### src/rtl/cvu_rot_stage.sv
// One registered CORDIC micro-rotation, steered by the sign of y.
`default_nettype none

module cvu_rot_stage #(
  parameter int unsigned         IW      = 19,
  parameter int unsigned         ANGLE_W = 16,
  parameter int unsigned         SHIFT   = 0,
  parameter logic [ANGLE_W-1:0]  STEP    = '0
) (
  input  wire                      clk_i,
  input  wire                      rst_ni,
  input  wire                      en_i,
  input  wire                      valid_i,
  input  wire  signed [IW-1:0]     x_i,
  input  wire  signed [IW-1:0]     y_i,
  input  wire  [ANGLE_W-1:0]       z_i,
  output logic                     valid_o,
  output logic signed [IW-1:0]     x_o,
  output logic signed [IW-1:0]     y_o,
  output logic [ANGLE_W-1:0]       z_o
);

  logic                  valid_q;
  logic signed [IW-1:0]  x_d, x_q;
  logic signed [IW-1:0]  y_d, y_q;
  logic [ANGLE_W-1:0]    z_d, z_q;
  logic signed [IW-1:0]  xs, ys;

  // floor shifts of both components
  assign xs = x_i >>> SHIFT;
  assign ys = y_i >>> SHIFT;

  // rotate toward the x axis; no rotation when y is zero
  always_comb begin
    x_d = x_i;
    y_d = y_i;
    z_d = z_i;
    if (y_i[IW-1]) begin
      x_d = x_i - ys;
      y_d = y_i + xs;
      z_d = z_i - STEP;
    end else if (y_i != '0) begin
      x_d = x_i + ys;
      y_d = y_i - xs;
      z_d = z_i + STEP;
    end
  end

  // valid bit
  always_ff @(posedge clk_i or negedge rst_ni) begin
    if (!rst_ni) begin
      valid_q <= 1'b0;
    end else if (en_i) begin
      valid_q <= valid_i;
    end
  end

  // payload
  always_ff @(posedge clk_i) begin
    if (en_i) begin
      x_q <= x_d;
      y_q <= y_d;
      z_q <= z_d;
    end
  end

  assign valid_o = valid_q;
  assign x_o     = x_q;
  assign y_o     = y_q;
  assign z_o     = z_q;

endmodule

`default_nettype wire

### config.mk
export PLATFORM = sky130hd
export DESIGN_NAME = cvu_rot_stage
export DESIGN_NICKNAME = d
export VERILOG_FILES = /design/src/rtl/cvu_rot_stage.sv
export SDC_FILE = /design/constraint.sdc
export NUM_CORES = 1
export LEC_CHECK = 0
export ABC_AREA = 1
export BUFFER_PORTS_ARGS = -buffer_cell sky130_fd_sc_hd__buf_4
export CAP_MARGIN = 30
export CORE_UTILIZATION = 50
export CTS_BUF_LIST = sky130_fd_sc_hd__clkbuf_16
export CTS_CLUSTER_SIZE = 16
export DETAILED_ROUTE_END_ITERATION = 6
export PLACE_DENSITY = 0.72
export SLEW_MARGIN = 40
export SYNTH_ARGS = -nofsm -noshare
export SYNTH_HDL_FRONTEND = slang
export SYNTH_SLANG_ARGS = --single-unit
### constraint.sdc
create_clock -name clk_i -period 1.66 [get_ports clk_i]
set_input_delay 0.166 -clock clk_i [delete_from_list [all_inputs] [get_ports clk_i]]
set_output_delay 0.166 -clock clk_i [all_outputs]
set_load 0.01 [all_outputs]
-- After elaboration in Yosys (flattened, before gate mapping)
Index checks and enable logic that the tools add are counted.
- register bits: 55
- logic and storage cells: 12
- reduce and logical (&&, ||, !) cells: 1
- muxes and demuxes: 4
- add/subtract/negate cells: 3
- operator list (cell ; count):
    two-way mux 19 bit ; 4
    subtractor 19 bit ; 2
    adder 19 bit ; 1
    nonzero test 19 bit ; 1

-- Longest topological paths before layout
Gate-level depths: netlist of run 1.
- depth in word-level cells: 3
- gate-level depth with buffers: 16
- mapped depth without buffers: 15

-- Worst setup path after synthesis of run 1
Ideal clock, no wire load.
- path kind: in2reg
- from: input x_i[0]
- to: register x_q[16] (netlist: x_o[16]), data pin
- cell stages on the path: 11
- slack: -0.070 ns
- arrival time: 1.471 ns
- setup time: 0.259 ns
- cells stage by stage: inv_1 > ha_1 > fa_1 > o21bai_1 > nand2_1 > nand2_1 > nand2_1 > nand2_1 > nand2_1 > nand3_1 > nand3_1
- word-level cells in the longest chain between the ends: 3
- elaborated cells on any way between the ends: 4
- RTL lines (element ; RTL line ; source):
    start, declared ; 14 ; input wire signed [IW-1:0] x_i,
    adder 19 bit ; 43 ; x_d = x_i + ys;
    two-way mux 19 bit ; 42 ; end else if (y_i != '0) begin
    two-way mux 19 bit (*) ; 38 ; if (y_i[IW-1]) begin
    net x_d[16] ; 24 ; logic signed [IW-1:0] x_d, x_q;
    end signal, assigned ; 61 ; x_q <= x_d;
    end, declared ; 24 ;
The timed path passes the listed nets; every way through them passes the cells marked *.
A chain may end at the register's enable or synchronous reset.

-- Final worst setup path of run 1
- from: input x_i[1]
- to: register x_q[6] (netlist: x_o[6]), data pin
The elaborated chain is that of the path after synthesis.

==> results.tsv, run 1 <==
metric	value	unit
slew_headroom	72.7	%
numCtsBuffers	5	
crit_slowest_cell	fa_2	
start_util	51.7	%
violations	DRC, setup timing	
outcome	finished with violations	
synth_cells	743	
layout-drive-gt1-share	39.4	%
fp.dieArea	11100	sq um
placementRows	37	
final_nets	1105	
seq_area	1650	sq um
slowest_delay	420	ps
setup_viol	5	
grt_pass1_wl	29500	um
p_sw	1990	uW
synth_ff_type	edfxtp_1	
layout_common_cells	buf_4, nand2_1, inv_1	
diodes	0	
p_int	3610	uW
drt-pass1-iter-count	7	
cp-end-kind	register	
syn-num-nets	858	
power_frac_clock	21.3	%
avgSynthCellArea	7.18	sq um
finalPower	5610	uW
crit_type	input port to register	
clkSinkCount	55	
crit_top_cell	buf_4	
die_height	105	um
ios	113	
peakVddDrop	0.512	mV
die_w	105	um
fin_area	8040	sq um
min_path_type	input port to register	
drt_iter0_drc	592	
tightest_slew	410	ps
sequentialPowerShare	32.1	%
p_comb_share	46.6	%
p_per_area	698	nW/um^2
critical_path_buf_inv_count	3	
cap_violations	0	
dp_slack	-533	ps
setup_ws	-65.0	ps
fin_skew	0	ps
max_freq	0.580	GHz
crit_chain	buf_4 > buf_4 > fa_2 > nand2_2 > nand2_2 > nand3_2 > nand2_4 > buf_4 > xor2_1 > nand2_1 > o211ai_1	
clk_path_buf_depth	2	
fin_crit_sh	104	%
dpl.hpwl	15300	um
wl_per_cell	17.9	um
antenna_found_initial	0	
place_area	7320	sq um
cts_tree	built	
io_buffer_count	112	
cts_root_buf	clkbuf_16	
grt_overflow	0	
n_fill_cell	737	
multi_input_area	3630	sq um
ys_seq_elements	55	
ys_seq_area_share	30.9	%
cp_data_arrival_time	1730	ps
worstPathRequired	1670	ps
grt_setup_unrepaired	yes	
cp_top_family	simple AND/OR/NAND/NOR gates	
wl	20200	um
vias	6280	
gp_congestion	1.03	
worstPathMaxFanout	4	
critPathLaunchType	input port	
core_area	10300	sq um
drv_slew	0	
synthToLayoutAreaGrowth	50.7	%
cts_max_level	2	
synth.distinct_cells	42	
grt_usage	34.8	%
clk-insertion-delay-late	290	ps
hp-start	z_i[14]	
grt_max_degree	28	
async_flop_share	1.82	%
viasPerCell	5.57	
clk_pin_slew	80	ps
drcViolationCount	1	
r2r_start	valid_o	
ant_nets	0	
period_needed	1720	ps
synth_area	5330	sq um
hold_slack	37.3	ps
hold_viol	0	
grt_pass1_vias	5880	
yosys_warnings	0	
swShare	35.5	%
synth-edff-count	54	
final_common_cell	buf_4	
startpoint	x_i[1]	
p_leak	0.00400	uW
## layer usage
metal / track usage (%) / vias up / wire length (um)
met5: 0 / - / 0
met4: 13.4 / 0 / 738
met1: 46.4 / 2905 / 8180
met2: 56.5 / 398 / 9150
met3: 5.75 / 58 / 2100
li1: - / 2919 / -
## cell families (layout without fill, tap and decap cells)
logic type                 Yosys count  in the layout  share of synthesized area [%]
xor gates and xnor gates            20             20                           3.28
adders and majority gates           57             57                           13.8
buffers and inverters              128            376                           10.3
DFF                                 55             55                           30.9
AOI/OAI and AO/OA                  108            108                           11.4
and+or+nand+nor                    374            374                           30.1
muxes                                1              1                          0.211
## through the flow
| step | TNS [ps] | utilization (%) | cells |
|---|---|---|---|
| 4_1_cts | -4.25 | 74.3 | 1122 |
| 6_report | -150 | 77.8 | 1127 |
| 3_5_place_dp | -11870 | 70.9 | 1112 |
| 5_1_grt | -361 | 77.8 | 1127 |
| 2_1_floorplan | 0 | - | 743 |
| 3_3_place_gp | -10680 | 70.9 | 1112 |
## power by group through the flow
stage / registers [uW] / logic [uW] / clock network [uW]
detailed placement: 1830 / 2250 / 0
global placement: 1820 / 2200 / 0
finish: 1800 / 2610 / 1190
floorplan: 1910 / 1030 / 0
CTS: 1800 / 2340 / 1200
global route: 1820 / 2780 / 1250
## sequential cells by signal, summed over array words and instances (netlist names)
name	count
valid_o	1
z_o	16
x_o	19
y_o	19
## worst paths after layout
check / endpoint / slack, ps / depth (start not counted)
min: z_o[14] / 40 / 1
max reg2reg: valid_o / 870 / 1
max: x_o[6] / -60 / 11
min in group asynchronous: valid_o / 180 / 2
max in group asynchronous: valid_o / 1400 / 2
min reg2reg: valid_o / 570 / 1
## repair_timing
action,in CTS,in global routing
hold buffers,1,0
cloned,0,0
setup buffers,1,5
pin swaps,6,25
gates resized for setup,41,97
hold endpoints to repair,1,0
setup endpoints to repair,23,26
## cell type report
class / count / area share, %
clock buffers: 5 / 1.56
inverters: 106 / 5.04
multi-input cells: 560 / 45.2
repair buffers: 262 / 25.1
clock inverters: 3 / 0.514
well taps: 136 / 2.12
flip-flops and latches: 55 / 20.5
## cell usage after synthesis (3+ instances only)
master / n / area share [%]
nand4_1: 11 / 1.3
o211ai_1: 4 / 0.56
nor2_1: 57 / 4.0
nand2_1: 212 / 15
a21oi_1: 52 / 4.9
nand3_1: 77 / 7.2
o21ai_1: 4 / 0.38
buf_4: 11 / 1.5
o221ai_1: 3 / 0.49
a21o_1: 3 / 0.42
fa_1: 3 / 1.1
nor3_1: 4 / 0.38
inv_1: 103 / 7.3
edfxtp_1: 54 / 30
xnor2_1: 5 / 0.82
o21bai_1: 7 / 0.99
xor2_1: 15 / 2.5
o21ai_0: 30 / 2.8
ha_1: 54 / 13
buf_2: 5 / 0.47
(Power assumes the default switching activity.)
==> inputs of run 2 (changes only) <==
--- a/config.mk
+++ b/config.mk
@@ -13,6 +13,7 @@
 export CTS_CLUSTER_SIZE = 16
 export DETAILED_ROUTE_END_ITERATION = 6
 export PLACE_DENSITY = 0.72
+export REMOVE_ABC_BUFFERS = 1
 export SLEW_MARGIN = 40
 export SYNTH_ARGS = -nofsm -noshare
 export SYNTH_HDL_FRONTEND = slang
==> run 2 against run 1 <==
Critical path type unchanged. Global-route usage up 1.1 points. Total power down 1.8%. Sequential power about the same. Sequential share of layout area up 0.16 points. Worst hold slack better by 6.9 ps. Die area unchanged. The run still ends with DRC, setup timing left. Via count up 2.6%. Flip-flop and latch count unchanged. Non-clock buffer count up 1. Count of clock-buffer cells in the layout unchanged.
==> results.tsv, run 2 (synthesis gave the netlist of run 1 again) <==
metric	value	unit
crit_type	input port to register	
final_common_cell	buf_4	
ant_nets	0	
placementRows	37	
wl	21400	um
ios	113	
numCtsBuffers	5	
fin_crit_sh	107	%
grt_setup_unrepaired	yes	
sequentialPowerShare	32.7	%
grt_usage	35.9	%
grt_use_met2	60.3	%
min_path_type	input port to register	
grt_pass1_wl	30600	um
setup_ws	-117	ps
cts_root_buf	clkbuf_16	
grt_pass1_vias	6124	
drt_iter0_drc	570	
grt_overflow	0	
drt-pass1-iter-count	7	
cts_tree	built	
clk_path_buf_depth	2	
drcViolationCount	1	
met3_usage	3.77	%
cp_data_arrival_time	1810	ps
swShare	37.1	%
io_buffer_count	112	
start_util	51.7	%
period_needed	1780	ps
vias	6442	
diodes	0	
viasPerCell	5.71	
layout_common_cells	buf_4, nand2_1, inv_1	
dpl.hpwl	15700	um
die_w	105	um
violations	DRC, setup timing	
tightest_slew	460	ps
fin_skew	0	ps
fp.dieArea	11100	sq um
p_sw	2040	uW
drv_slew	0	
critPathLaunchType	input port	
outcome	finished with violations	
wl_per_cell	18.9	um
layout-drive-gt1-share	38.6	%
peakVddDrop	0.447	mV
hold_viol	0	
synthToLayoutAreaGrowth	49.5	%
fin_tns_setup	-519	ps
antenna_found_initial	0	
cts_max_level	2	
p_per_area	690	nW/um^2
cap_violations	0	
p_leak	0.00396	uW
dp_slack	-483	ps
p_int	3460	uW
clk-insertion-delay-late	290	ps
p_comb_share	47.3	%
grt_max_degree	31	
worstPathRequired	1690	ps
final_nets	1106	
clk_pin_slew	70	ps
power_frac_clock	19.9	%
die_height	105	um
slew_headroom	69.4	%
worstPathMaxFanout	6	
clkSinkCount	55	
cp-end-kind	register	
core_area	10300	sq um
gp_congestion	1.04	
setup_viol	12	
max_freq	0.563	GHz
use_met1	46.9	%
grt_busiest_layer	met2	
## run 2: routing by layer
metal | vias to the layer above | share of wire (%)
met5 | - | 0
met2 | 468 | 46
met4 | 0 | 5.6
met1 | 2927 | 39
li1 | 2919 | -
met3 | 128 | 9.7
## run 2: cell type report
type	instances	area, sq um
flip-flops and latches	55	1650
inverters	106	405
well taps	136	170
clock inverters	3	20.0
clock buffers	5	125
repair buffers	263	2000
multi-input cells	560	3610
fillers	704	2350
## run 2: final timing paths
check                      slack [ps]  endpoint     from  cells after the start
max                              -120   x_o[10]   x_i[3]                     13
min                                40   z_o[15]  z_i[15]                      1
max reg2reg                       870   valid_o  valid_o                      1
min reg2reg                       570   valid_o  valid_o                      1
max in group asynchronous        1370   valid_o   rst_ni                      2
min in group asynchronous         200   valid_o   rst_ni                      2
## run 2: timing repair
action,CTS,global route
pin swaps,3,16
buffers inserted,1,8
hold buffers,1,0
setup endpoints to repair,19,26
endpoints found under the hold margin,1,0
gates resized for setup,33,93
## run 2: power by group through the flow
stage	Combinational (uW)	Sequential [uW]	Clock [uW]
global placement	2170	1820	0
detailed placement	2220	1830	0
global route	2780	1810	1140
CTS	2280	1800	1090
floorplan	977	1910	0
finish	2610	1800	1100
## run 2: through the flow
stage | std cells | cell area (sq um) | hold slack, ps | power, uW | utilization [%]
CTS | 1120 | 7540 | 46.7 | 5180 | 73.0
finish | 1128 | 7970 | 44.2 | 5500 | 77.2
detailed placement | 1110 | 7270 | -52.8 | 4050 | 70.4
global placement | 1110 | 7270 | -59.1 | 3990 | 70.4
floorplan | 721 | 5190 | -130 | 2890 | -
global route | 1128 | 7970 | 42.3 | 5730 | 77.2
## run 2: worst max-delay path, stage by stage
cell	delay (ps)
buf_4	120
inv_2	90
ha_4	230
buf_6	140
nand2_1	60
nand2_1	120
nand2_1	150
nand2_2	100
nand2_2	100
nand3_4	90
buf_4	150
o21ai_1	170
nand3_1	120
